`config.mk`:
```
export PLATFORM = sky130hd
export DESIGN_NAME = battery_charge_estimator_flat
export DESIGN_NICKNAME = d
export VERILOG_FILES = /design/src/design/bce_pkg.sv /design/src/design/bce_if.sv /design/src/design/battery_charge_estimator.sv /design/src/flat_wrapper.sv
export SDC_FILE = /design/constraint.sdc
export NUM_CORES = 1
export LEC_CHECK = 0
export BUFFER_PORTS_ARGS = -buffer_cell sky130_fd_sc_hd__buf_2
export CAP_MARGIN = 10
export CORE_MARGIN = 4
export CORE_UTILIZATION = 45
export DETAILED_ROUTE_END_ITERATION = 10
export GPL_ROUTABILITY_DRIVEN = 0
export PLACE_DENSITY_LB_ADDON = 0.3
export SYNTH_ARGS = -nofsm -noshare
export SYNTH_HDL_FRONTEND = slang
export SYNTH_SLANG_ARGS = --single-unit
```
`constraint.sdc`:
```
create_clock -name clk -period 11.9 [get_ports clk]
set_input_delay 2.38 -clock clk [delete_from_list [all_inputs] [get_ports clk]]
set_output_delay 2.38 -clock clk [all_outputs]
set_load 0.005 [all_outputs]
```
`src/design/bce_pkg.sv`:
```
// ----------------------------------------------------------------------------
// bce_pkg
// widths, register map, sequencer states and the li-ion ocv table
// ----------------------------------------------------------------------------
package bce_pkg;

  // payload widths
  localparam int SAMPLE_W = 12;
  localparam int MV_W     = 16;
  localparam int PCT_W    = 7;
  localparam int RATIO_W  = 16;
  localparam int SUM_W    = 16;

  // batch length default
  localparam int SAMPLE_COUNT_DEF = 16;

  // fraction bits of the divider ratio
  localparam int RATIO_FRAC_W = 12;
  localparam int PROD_W       = SUM_W + RATIO_W;

  // shared divider sizing
  localparam int DIV_W  = PROD_W - RATIO_FRAC_W;
  localparam int DSR_W  = 8;
  localparam int STEP_W = $clog2(DIV_W);

  // percent arithmetic
  localparam int IDX_W = 4;
  localparam int NUM_W = 15;
  localparam logic [PCT_W-1:0] PCT_FULL  = PCT_W'(100);
  localparam logic [PCT_W-1:0] PCT_EMPTY = '0;

  // apb register map
  localparam int DATA_W     = 32;
  localparam int CFG_ADDR_W = 3;
  localparam int REG_IDX_W  = CFG_ADDR_W - 2;
  localparam logic [REG_IDX_W-1:0] REG_DIVIDER_RATIO = '0;
  localparam logic [RATIO_W-1:0]   RATIO_RESET       = RATIO_W'(8192);

  // open-circuit voltage points, 100 % down to 0 % in 10 % steps
  localparam int OCV_POINTS = 11;
  localparam int OCV_W      = 13;
  localparam logic [OCV_W-1:0] OCV_MV [OCV_POINTS] = '{
    13'd4190, 13'd4050, 13'd3990, 13'd3890, 13'd3800, 13'd3720,
    13'd3630, 13'd3530, 13'd3420, 13'd3300, 13'd3100
  };

  // sequencer states
  typedef enum logic [2:0] {
    ST_IDLE,
    ST_MUL,
    ST_DIV_V,
    ST_PCT,
    ST_DIV_P,
    ST_DONE
  } bce_state_t;

endpackage

```
`src/design/bce_if.sv`:
```
// ----------------------------------------------------------------------------
// bce_if
// valid/ready channels for pin samples and for estimator results
// ----------------------------------------------------------------------------

// pin sample channel
interface bce_in_if;
  import bce_pkg::*;

  logic                valid;
  logic                ready;
  logic [SAMPLE_W-1:0] sample_mv;

  modport source (output valid, output sample_mv, input ready);
  modport sink   (input valid, input sample_mv, output ready);
endinterface

// result channel
interface bce_out_if;
  import bce_pkg::*;

  logic             valid;
  logic             ready;
  logic [MV_W-1:0]  battery_mv;
  logic [PCT_W-1:0] charge_percent;

  modport source (output valid, output battery_mv, output charge_percent, input ready);
  modport sink   (input valid, input battery_mv, input charge_percent, output ready);
endinterface

```
`src/design/battery_charge_estimator.sv`:
```
// ----------------------------------------------------------------------------
// battery_charge_estimator
// batch-averaged battery voltage and li-ion state of charge from pin samples
// ----------------------------------------------------------------------------
// Pin samples in mV are summed in batches of SAMPLE_COUNT; each sample that
// does not close a batch is added to the running sum. The sample that closes
// a batch starts the sequencer: the sum x divider_ratio product (ST_MUL), the
// divide by SAMPLE_COUNT as a multiply by its exact reciprocal (ST_DIV_V),
// the ocv band lookup (ST_PCT), the shared restoring divider for the
// interpolated percent (ST_DIV_P, skipped above the top or below the bottom
// point) and the load of the result register (ST_DONE); in_ready is low
// throughout. The load is held only while an earlier result beat is still
// unaccepted. The result sits in an output register, so samples of the next
// batch are taken while it waits.
// divider_ratio is written over APB at address 0.
module battery_charge_estimator #(
  parameter int SAMPLE_COUNT = bce_pkg::SAMPLE_COUNT_DEF
) (
  input  logic                            clk,
  input  logic                            rst_n,
  bce_in_if.sink                          in_ch,
  bce_out_if.source                       out_ch,
  input  logic                            psel,
  input  logic                            penable,
  input  logic                            pwrite,
  input  logic [bce_pkg::CFG_ADDR_W-1:0]  paddr,
  input  logic [bce_pkg::DATA_W-1:0]      pwdata,
  output logic [bce_pkg::DATA_W-1:0]      prdata,
  output logic                            pready
);
  import bce_pkg::*;

  localparam int CNT_W = (SAMPLE_COUNT > 1) ? $clog2(SAMPLE_COUNT) : 1;
  localparam logic [CNT_W-1:0] CNT_LAST = CNT_W'(SAMPLE_COUNT - 1);

  // reciprocal of the batch length, exact for every DIV_W-bit dividend
  localparam int RECIP_L = $clog2(SAMPLE_COUNT);
  localparam int RECIP_K = DIV_W + RECIP_L;
  localparam int RECIP_W = DIV_W + 1;
  localparam int RPROD_W = RECIP_K + DIV_W;
  localparam logic [RECIP_W-1:0] RECIP_M =
    RECIP_W'(((1 << RECIP_K) + SAMPLE_COUNT - 1) / SAMPLE_COUNT);

  bce_state_t          state_r, state_nxt;
  logic [SUM_W-1:0]    sum_r, sum_nxt;
  logic [CNT_W-1:0]    count_r, count_nxt;
  logic [SUM_W-1:0]    fin_sum_r, fin_sum_nxt;
  logic [RATIO_W-1:0]  ratio_r;
  logic [DIV_W-1:0]    div_q_r, div_q_nxt;
  logic [DSR_W-1:0]    div_rem_r, div_rem_nxt;
  logic [DSR_W-1:0]    divisor_r, divisor_nxt;
  logic [STEP_W-1:0]   step_r, step_nxt;
  logic [MV_W-1:0]     volt_r, volt_nxt;
  logic [PCT_W-1:0]    pct_r, pct_nxt;
  logic                out_valid_r, out_valid_nxt;
  logic [MV_W-1:0]     out_mv_r, out_mv_nxt;
  logic [PCT_W-1:0]    out_pct_r, out_pct_nxt;

  logic                cfg_wr;
  logic [SUM_W-1:0]    acc_sum;
  logic [PROD_W-1:0]   product;
  logic [RPROD_W-1:0]  recip_prod;
  logic [DSR_W:0]      trial;
  logic                trial_ge;
  logic [DSR_W-1:0]    rem_step;
  logic [DIV_W-1:0]    q_step;
  logic                div_last;
  logic [MV_W-1:0]     volt_sat;
  logic [IDX_W-1:0]    band;
  logic [OCV_W-1:0]    band_lo, band_hi;
  logic [DSR_W-1:0]    span, frac;
  logic [NUM_W-1:0]    base, part, num;

  // apb register access
  assign pready = 1'b1;
  assign cfg_wr = psel && penable && pwrite && pready &&
                  (paddr[CFG_ADDR_W-1:2] == REG_DIVIDER_RATIO);

  always_comb begin
    if (paddr[CFG_ADDR_W-1:2] == REG_DIVIDER_RATIO) begin
      prdata = DATA_W'(ratio_r);
    end else begin
      prdata = '0;
    end
  end

  always_ff @(posedge clk) begin
    if (!rst_n) begin
      ratio_r <= RATIO_RESET;
    end else if (cfg_wr) begin
      ratio_r <= pwdata[RATIO_W-1:0];
    end
  end

  // handshakes and result port
  assign in_ch.ready           = (state_r == ST_IDLE);
  assign out_ch.valid          = out_valid_r;
  assign out_ch.battery_mv     = out_mv_r;
  assign out_ch.charge_percent = out_pct_r;

  // accumulator and product
  assign acc_sum = sum_r + SUM_W'(in_ch.sample_mv);
  assign product = PROD_W'(fin_sum_r) * PROD_W'(ratio_r);

  // divide by the batch length through the reciprocal
  assign recip_prod = RPROD_W'(div_q_r) * RPROD_W'(RECIP_M);

  // one restoring divider step
  assign trial    = {div_rem_r, div_q_r[DIV_W-1]};
  assign trial_ge = (trial >= {1'b0, divisor_r});
  assign rem_step = trial_ge ? DSR_W'(trial - {1'b0, divisor_r}) : trial[DSR_W-1:0];
  assign q_step   = {div_q_r[DIV_W-2:0], trial_ge};
  assign div_last = (step_r == STEP_W'(DIV_W - 1));

  // saturated voltage from the quotient
  assign volt_sat = (|div_q_r[DIV_W-1:MV_W]) ? '1 : div_q_r[MV_W-1:0];

  // ocv band search, lowest index that the voltage reaches
  always_comb begin
    band = IDX_W'(OCV_POINTS - 1);
    for (int i = OCV_POINTS - 1; i >= 1; i--) begin
      if (volt_sat >= MV_W'(OCV_MV[i])) begin
        band = IDX_W'(i);
      end
    end
  end

  // interpolation numerator
  assign band_lo = OCV_MV[band];
  assign band_hi = OCV_MV[band - IDX_W'(1)];
  assign span    = DSR_W'(band_hi - band_lo);
  assign frac    = DSR_W'(volt_sat - MV_W'(band_lo));
  assign base    = NUM_W'(IDX_W'(OCV_POINTS - 1) - band) * NUM_W'(span);
  assign part    = base + NUM_W'(frac);
  assign num     = (part << 3) + (part << 1);

  // sequencer
  always_comb begin
    state_nxt     = state_r;
    sum_nxt       = sum_r;
    count_nxt     = count_r;
    fin_sum_nxt   = fin_sum_r;
    div_q_nxt     = div_q_r;
    div_rem_nxt   = div_rem_r;
    divisor_nxt   = divisor_r;
    step_nxt      = step_r;
    volt_nxt      = volt_r;
    pct_nxt       = pct_r;
    out_valid_nxt = out_valid_r && !out_ch.ready;
    out_mv_nxt    = out_mv_r;
    out_pct_nxt   = out_pct_r;
    case (state_r)
      ST_IDLE: begin
        if (in_ch.valid) begin
          if (count_r == CNT_LAST) begin
            fin_sum_nxt = acc_sum;
            sum_nxt     = '0;
            count_nxt   = '0;
            state_nxt   = ST_MUL;
          end else begin
            sum_nxt   = acc_sum;
            count_nxt = count_r + CNT_W'(1);
          end
        end
      end
      ST_MUL: begin
        div_q_nxt = product[PROD_W-1:RATIO_FRAC_W];
        state_nxt = ST_DIV_V;
      end
      ST_DIV_V: begin
        div_q_nxt = recip_prod[RPROD_W-1:RECIP_K];
        state_nxt = ST_PCT;
      end
      ST_PCT: begin
        volt_nxt = volt_sat;
        if (volt_sat >= MV_W'(OCV_MV[0])) begin
          pct_nxt   = PCT_FULL;
          state_nxt = ST_DONE;
        end else if (volt_sat < MV_W'(OCV_MV[OCV_POINTS-1])) begin
          pct_nxt   = PCT_EMPTY;
          state_nxt = ST_DONE;
        end else begin
          div_q_nxt   = DIV_W'(num);
          div_rem_nxt = '0;
          divisor_nxt = span;
          step_nxt    = '0;
          state_nxt   = ST_DIV_P;
        end
      end
      ST_DIV_P: begin
        div_q_nxt   = q_step;
        div_rem_nxt = rem_step;
        step_nxt    = step_r + STEP_W'(1);
        if (div_last) begin
          pct_nxt   = q_step[PCT_W-1:0];
          state_nxt = ST_DONE;
        end
      end
      ST_DONE: begin
        if (!out_valid_r || out_ch.ready) begin
          out_valid_nxt = 1'b1;
          out_mv_nxt    = volt_r;
          out_pct_nxt   = pct_r;
          state_nxt     = ST_IDLE;
        end
      end
      default: begin
        state_nxt = ST_IDLE;
      end
    endcase
  end

  // control registers
  always_ff @(posedge clk) begin
    if (!rst_n) begin
      state_r     <= ST_IDLE;
      sum_r       <= '0;
      count_r     <= '0;
      step_r      <= '0;
      out_valid_r <= 1'b0;
    end else begin
      state_r     <= state_nxt;
      sum_r       <= sum_nxt;
      count_r     <= count_nxt;
      step_r      <= step_nxt;
      out_valid_r <= out_valid_nxt;
    end
  end

  // datapath registers
  always_ff @(posedge clk) begin
    fin_sum_r <= fin_sum_nxt;
    div_q_r   <= div_q_nxt;
    div_rem_r <= div_rem_nxt;
    divisor_r <= divisor_nxt;
    volt_r    <= volt_nxt;
    pct_r     <= pct_nxt;
    out_mv_r  <= out_mv_nxt;
    out_pct_r <= out_pct_nxt;
  end

endmodule

```
`src/flat_wrapper.sv`:
```
// flat-port wrapper written by rule: the top's interface ports become plain ports
module battery_charge_estimator_flat import bce_pkg::*;
#(
  parameter int SAMPLE_COUNT = bce_pkg::SAMPLE_COUNT_DEF
)
  (clk, rst_n, psel, penable, pwrite, paddr, pwdata, prdata, pready, in_ch_valid, in_ch_sample_mv, in_ch_ready, out_ch_valid, out_ch_battery_mv, out_ch_charge_percent, out_ch_ready);
  bce_in_if in_ch_i ();
  bce_out_if out_ch_i ();
  input  logic clk;
  input  logic rst_n;
  input  logic psel;
  input  logic penable;
  input  logic pwrite;
  input  logic [bce_pkg::CFG_ADDR_W-1:0] paddr;
  input  logic [bce_pkg::DATA_W-1:0] pwdata;
  output logic [bce_pkg::DATA_W-1:0] prdata;
  output logic pready;
  input wire logic [$bits(in_ch_i.valid)-1:0] in_ch_valid;
  input wire logic [$bits(in_ch_i.sample_mv)-1:0] in_ch_sample_mv;
  output wire logic [$bits(in_ch_i.ready)-1:0] in_ch_ready;
  output wire logic [$bits(out_ch_i.valid)-1:0] out_ch_valid;
  output wire logic [$bits(out_ch_i.battery_mv)-1:0] out_ch_battery_mv;
  output wire logic [$bits(out_ch_i.charge_percent)-1:0] out_ch_charge_percent;
  input wire logic [$bits(out_ch_i.ready)-1:0] out_ch_ready;
  assign in_ch_i.valid = in_ch_valid;
  assign in_ch_i.sample_mv = in_ch_sample_mv;
  assign in_ch_ready = in_ch_i.ready;
  assign out_ch_valid = out_ch_i.valid;
  assign out_ch_battery_mv = out_ch_i.battery_mv;
  assign out_ch_charge_percent = out_ch_i.charge_percent;
  assign out_ch_i.ready = out_ch_ready;
  battery_charge_estimator #(.SAMPLE_COUNT(SAMPLE_COUNT)) u_core (.clk(clk), .rst_n(rst_n), .in_ch(in_ch_i), .out_ch(out_ch_i), .psel(psel), .penable(penable), .pwrite(pwrite), .paddr(paddr), .pwdata(pwdata), .prdata(prdata), .pready(pready));
endmodule
```
==> After elaboration in Yosys (flattened, before gate mapping) <==
Memories as Yosys holds them, arrays and structs flattened.
Cells that the tools add are included.
W data, S select, Z words.
{ "totals": {"ff_bits": 143, "romBits": 416, "inputBits": 54, "out_inout_bits": 58, "wordCells": 120, "mem_count": 2} }
{ "classes": {"addsub": 10, "n_mul": 2, "magnitude_cmp": 14, "eq_ne": 14, "n_mux": 40, "n_bitwise": 5, "reduce_logical": 19} }
{ "mem_list": {"columns": ["memory", "words", "word_bits", "read_ports", "rd_clocked_by_memory_dff", "write_ports", "line_no", "source"], "rows": [
  ["(name not given)", 16, 13, 1, 0, 0, "battery_charge_estimator.sv:129", "assign band_lo = OCV_MV[band];"],
  ["(name not given)", 16, 13, 1, 0, 0, "battery_charge_estimator.sv:130", "assign band_hi = OCV_MV[band - IDX_W'(1)];"]
]} }
{ "op_table": {"columns": ["operator", "n"], "rows": [
  ["$ge A16 B12 Y1 const B", 9],
  ["$pmux W20 S4", 1],
  ["$mux W8", 7],
  ["$mux W16", 3],
  ["$mux W20", 2],
  ["$mul A16 B16 Y32", 1],
  ["$mux W4", 8],
  ["$sub A8 B8 Y8", 3],
  ["$mux W7", 3],
  ["$pmux W3 S6", 1],
  ["$add A16 B12 Y16", 1],
  ["$ge A16 B13 Y1 const B", 1],
  ["$lt A16 B12 Y1 const B", 1],
  ["$pmux W8 S2", 1],
  ["$add A15 B15 Y15", 1],
  ["$mul A15 B8 Y14", 1],
  ["$mux W3", 5],
  ["$reduce_and A3 Y1", 5],
  ["$add A14 B8 Y14", 1],
  ["$pmux W7 S2", 1],
  ["$ge A5 B5 Y1 const B", 2],
  ["$mux W5", 2],
  ["$not A4 Y5", 2],
  ["$pmux W5 S2", 1],
  ["25 further kinds", 41]
]} }

==> Depth between registers and ports, before layout <==
{ "logic_depth": {"ltp_word": 24, "ltp_mapped": 48, "ltp_nobuf": 46} }

==> Least setup slack after synthesis <==
No wires, ideal clock.
{ "synth_path": {"path_kind": "reg2reg", "from": "register u_core.div_q_r[17]", "to": "register u_core.div_q_r[14] (data pin)", "setup_ns": 0.163, "t_arrival_ns": 9.651, "required_time_ns": 11.737, "slack_ns": 2.086, "stages_incl_launch_ff": 48, "period_less_slack_ns": 9.814, "cell_sequence": "edfxtp_1 > or4_1 > buf_2 > or4_4 > nand3_2 > a211oi_2 > nand2_1 > o21ai_0 > or2_2 > clkbuf_1 > inv_1 > ha_1 > inv_1 > ha_1 > inv_1 > o21ai_0 > ha_1 > inv_1 > (+12 left out) > fa_1 > inv_1 > fa_1 > inv_1 > ha_1 > nor2b_1 > o21a_1 > nor2_1 > xnor2_1 > ha_1 > and2_1 > o21ai_0 > o21ai_0 > o21ai_0 > nand2b_1 > a21oi_1 > xnor3_1 > o221ai_1"} }
{ "synth_via": {"elab_chain_len": 24, "word_cells_on_any_way": 38, "classes_between": "add/sub (6); mul (1); order compare (9); mux (17); bitwise (2); reduce/logical (1); memory (2)"} }
{ "synth_lines": {"columns": ["element", "line_no", "source"], "rows": [
  ["start: declaration", "battery_charge_estimator.sv:49", "logic [DIV_W-1:0] div_q_r, div_q_nxt;"],
  ["start signal: assignment", "battery_charge_estimator.sv:233", "div_q_r <= div_q_nxt;"],
  ["$reduce_or A4 Y1 *", "battery_charge_estimator.sv:116", "assign volt_sat = (|div_q_r[DIV_W-1:MV_W]) ? '1 : div_q_r[MV_W-1:0];"],
  ["$mux W16 *", "battery_charge_estimator.sv:116", null],
  ["$ge A16 B12 Y1", "battery_charge_estimator.sv:122", "if (volt_sat >= MV_W'(OCV_MV[i])) begin"],
  ["$mux W2 (2 in series)", "battery_charge_estimator.sv:122", null],
  ["$mux W4 (6 in series)", "battery_charge_estimator.sv:122", null],
  ["$mux W4 *", "battery_charge_estimator.sv:122", null],
  ["$sub A4 B1 Y4", "battery_charge_estimator.sv:130", null],
  ["$not A4 Y5 (implied by the code)", "battery_charge_estimator.sv:130", null],
  ["(+4 left out)", null, null],
  ["named net u_core.span[7]", "battery_charge_estimator.sv:71", "logic [DSR_W-1:0] span, frac;"],
  ["$mul A15 B8 Y14 *", "battery_charge_estimator.sv:133", "assign base = NUM_W'(IDX_W'(OCV_POINTS - 1) - band) * NUM_W'(span);"],
  ["$add A14 B8 Y14 *", "battery_charge_estimator.sv:134", "assign part = base + NUM_W'(frac);"],
  ["$add A15 B15 Y15 *", "battery_charge_estimator.sv:135", "assign num = (part << 3) + (part << 1);"],
  ["$mux W20 *", "battery_charge_estimator.sv:179", "end else if (volt_sat < MV_W'(OCV_MV[OCV_POINTS-1])) begin"],
  ["$mux W20 *", "battery_charge_estimator.sv:176", "if (volt_sat >= MV_W'(OCV_MV[0])) begin"],
  ["$pmux W20 S4 *", "battery_charge_estimator.sv:152", "case (state_r)"],
  ["named net u_core.div_q_nxt[14]", "battery_charge_estimator.sv:49", null]
]} }
The timed path passes the listed nets; every way through them passes the cells marked *. The select of a mux whose other input is x is not followed.
A chain may end at the register's enable or synchronous reset.

==> Worst setup path after layout <==
Ends and elaborated chain as after synthesis.

==> results.yml <==
setup_path:
  crit_path_max_incr_delay_ps: 740
  critPathRequiredTime_ps: 12160
  worst_path_max_delay_cell: "sky130_fd_sc_hd__or4_1"
  startpoint_type: "flop"
  path_max_fanout: 10
  setup.worst_path.class: "reg2reg"
  critical_path.most_common_cell: "sky130_fd_sc_hd__inv_1"
  end_kind: "flop"
  crit_arrival_ps: 11240
synthesis:
  combinational_family_with_the_most_area_after_synthesis: "adder cells"
  syn-instance-count: 1913
  synthDistinctLibCells: 68
  ys_seq_area_share_pct: 21.51
  synth_edf_count: 97
  syn-mean-instance-area_um2: 9.269
  synth_compound_gate_area_share_pct: 9.244
  syn_area_um2: 17730
  synth_fa_ha_area_share_pct: 39.60
  netlist_top_cells_area: "sky130_fd_sc_hd__fa_1 (27%), sky130_fd_sc_hd__edfxtp_1 (16%), sky130_fd_sc_hd__ha_1 (13%)"
  number_of_warnings_printed_during_yosys_synthesis: 0
  synth_top_area_cell: "sky130_fd_sc_hd__fa_1"
  ys_async_sr_fraction_pct: 0
  yosys.area_share.xor_xnor_pct: 3.930
  synth_top_area_share_pct: 26.76
  synth_seq_cells: 142
  synthFlopType: "sky130_fd_sc_hd__edfxtp_1"
  synth_simple_gate_area_share_pct: 16.01
  post_synth_mux_area_share_pct: 0.1693
pwr:
  total_power_mw: 1.943
  vdd.ir_drop.worst_uv: 122.8
  power_per_cell_area_nw_per_um2: 102.0
  power.leakage_nw: 9.002
clocking:
  cts.sinks: 142
  tritoncts: "done"
  cts_setup_buffers: 0
  cts-buffers-inserted: 17
  holdBufCountCts: 0
  post_cts_resize_count: 0
  cts-root-buf: "sky130_fd_sc_hd__clkbuf_16"
  path_clk_slew_ps: 70
  clockBufferDepth: 2
  htree_num_levels: 4
  clock_latency_ps: 440
global_route:
  grt_use_met3_pct: 1.757
  number_of_antenna_violations_at_the_first_check_in_global_routing: 0
  vias_in_the_first_global_route: 13140
  grt.overflow.total: 0
  grt_max_degree: 48
  globalRoute.busiestLayer: "met2"
  grt_first_pass_wirelength_um: 66220
  globalRouteMet2Util_pct: 31.94
  gr-usage-met1_pct: 27.08
  grt_usage_pct: 19.24
place:
  placed_cells: 2433
  port_buffers: 76
  detailed_place_hpwl_um: 31170
  placement.cell_area_um2: 18470
layout:
  design_area_um2: 19050
  final_util_pct: 49.06
  final_net_count: 2408
  final-instance-count-excl-fill: 2466
  antennaDiodeCount: 0
  nFillCells: 3565
  drive_above_1_share_pct: 6.879
  area_delta_synth_final_pct: 7.430
routing:
  first_pass_iters: 6
  routed_via_density: 5.241
  num_vias: 12930
  detail_route.drc_violations: 0
  drt.antenna.violating_nets: 0
  initialDrtViolationCount: 647
  postRouteWirelength_um: 40010
  route.detailed.wl_per_inst_um: 16.23
timing:
  timing.fmax_mhz: 91.13
  worst_slew_pin_slew_ps: 1030
  fin_crit_sh_pct: 92.21
  timing.slew.headroom_pct: 31.08
  hold_violations: 0
  clock_skew_ps: 13.32
  setup_viol: 0
  rsz0062_at_grt: "false"
  slew_violations: 0
  tns_ps: 0
  final.min_clock_period_ps: 10970
floorplan:
  start_util_pct: 45.67
  die-width_um: 206.5
  boundaryPins: 112
  design.die.area_um2: 42640
  floorplan.rows: 72
  coreArea_um2: 38830
  chipHeight_um: 206.5
job:
  maxCapViolations: 0
status:
  run_status: "finished, final reports clean"
hold_path:
  hold_path_class: "reg2reg"
==> routing by layer <==
metal	up-vias	routed length, um
met5	-	0
met4	0	705
met3	43	1593
met2	293	19360
met1	6481	18360
li1	6108	-
==> layout make-up <==
class                           instances  area (um2)  area share, %
Clock inverter                         12       103.9         0.5452
Tap cell                              518       648.1          3.402
Sequential cell                       142        3814          20.02
Timing Repair Buffer                   87       483.0          2.535
Multi-Input combinational cell       1355       12320          64.66
Inverter                              332        1246          6.542
Clock buffer                           20       436.7          2.292
==> synth_stat cells, types with 3 or more instances <==
master                     count
sky130_fd_sc_hd__inv_1       329
sky130_fd_sc_hd__nand2_1     277
sky130_fd_sc_hd__fa_1        237
sky130_fd_sc_hd__ha_1        182
sky130_fd_sc_hd__and2_1      102
sky130_fd_sc_hd__edfxtp_1     97
sky130_fd_sc_hd__clkbuf_1     79
sky130_fd_sc_hd__nor2_1       65
sky130_fd_sc_hd__a21oi_1      64
sky130_fd_sc_hd__xnor2_1      52
sky130_fd_sc_hd__dfxtp_1      45
sky130_fd_sc_hd__o21ai_0      44
sky130_fd_sc_hd__nor2b_1      42
sky130_fd_sc_hd__xor2_1       25
sky130_fd_sc_hd__a21boi_0     23
sky130_fd_sc_hd__a21o_1       22
sky130_fd_sc_hd__nand2b_1     22
sky130_fd_sc_hd__a22oi_1      21
sky130_fd_sc_hd__nand3_1      21
sky130_fd_sc_hd__buf_4        17
sky130_fd_sc_hd__nor3_1       12
sky130_fd_sc_hd__o21a_1       11
sky130_fd_sc_hd__o21bai_1     10
sky130_fd_sc_hd__a31oi_1       9
sky130_fd_sc_hd__and3_1        8
sky130_fd_sc_hd__nand4_1       8
sky130_fd_sc_hd__o221ai_1      7
sky130_fd_sc_hd__o22ai_1       6
sky130_fd_sc_hd__o22a_1        5
sky130_fd_sc_hd__o31ai_1       5
sky130_fd_sc_hd__a211oi_1      4
sky130_fd_sc_hd__nor3b_1       4
sky130_fd_sc_hd__inv_2         3
sky130_fd_sc_hd__mux2i_1       3
sky130_fd_sc_hd__nand4b_1      3
sky130_fd_sc_hd__nor4_1        3
sky130_fd_sc_hd__o41ai_1       3
==> state kept, by name (all words and copies together), names as in the netlist, 4 cells and up <==
register	flops
u_core.sum_r	16
u_core.ratio_r	16
u_core.div_rem_r	8
u_core.fin_sum_r	16
u_core.step_r	5
u_core.divisor_r	7
u_core.div_q_r	20
u_core.volt_r	16
u_core.out_ch.charge_percent	7
u_core.pct_r	7
u_core.out_ch.battery_mv	16
u_core.count_r	4
==> per-stage QoR <==
step | hold slack [ps] | worst slack [ps]
final | 419.5 | 927.2
after global routing | 432.1 | 89.60
after global placement | 400.5 | 1077
after floorplan | 400.3 | 2086
after CTS | 419.8 | 906.9
after detailed placement | 405.4 | 937.1
==> cells by family (layout without fill, tap and decap cells) <==
| logic type | after synthesis | after routing |
|---|---|---|
| adder cells (fa/ha/maj) | 419 | 419 |
| flip-flops | 142 | 142 |
| AO/OA/AOI/OAI | 251 | 251 |
| multiplexers | 3 | 3 |
| other | 2 | 17 |
| AND/OR/NAND/NOR | 587 | 587 |
| XOR/XNOR | 78 | 78 |
| buffers and inverters | 431 | 451 |
==> cells in the final DEF (no fill, tap or decap), types with 42 or more instances in the layout <==
| cell | instances |
|---|---|
| sky130_fd_sc_hd__ha_1 | 182 |
| sky130_fd_sc_hd__dfxtp_1 | 45 |
| sky130_fd_sc_hd__nand2_1 | 277 |
| sky130_fd_sc_hd__xnor2_1 | 52 |
| sky130_fd_sc_hd__fa_1 | 237 |
| sky130_fd_sc_hd__o21ai_0 | 43 |
| sky130_fd_sc_hd__inv_1 | 329 |
| sky130_fd_sc_hd__edfxtp_1 | 97 |
| sky130_fd_sc_hd__nor2_1 | 65 |
| sky130_fd_sc_hd__a21oi_1 | 64 |
| sky130_fd_sc_hd__buf_2 | 76 |
| sky130_fd_sc_hd__and2_1 | 102 |
| sky130_fd_sc_hd__nor2b_1 | 42 |
==> report_power, final <==
part	leakage (nW)	total, mW	switching [mW]	internal, mW
logic	7.51	0.810	0.456	0.354
registers	1.23	0.632	0.0580	0.574
clock network	0.265	0.501	0.230	0.271
total	9.00	1.94	0.743	1.20
==> worst paths after layout <==
check	slack, ps	end	start	cells after the start
worst max-delay path	930	u_core.div_q_r[14]	u_core.div_q_r[17]	45
worst min-delay path	420	u_core.out_ch.battery_mv[7]	u_core.volt_r[7]	0
worst max register to register	930	u_core.div_q_r[14]	u_core.div_q_r[17]	45
worst min register to register	420	u_core.out_ch.battery_mv[7]	u_core.volt_r[7]	0
==> worst max-delay path, delay by kind of cell, from the launching register on <==
family	cells	cell delay [ps]
adder cells (fa/ha/maj)	10	3830
AND/OR/NAND/NOR	10	2580
buffers and inverters	8	720
XOR/XNOR	4	1080
flip-flops	1	480
AO/OA/AOI/OAI	13	2130
Power figures use the tool's default switching activity.
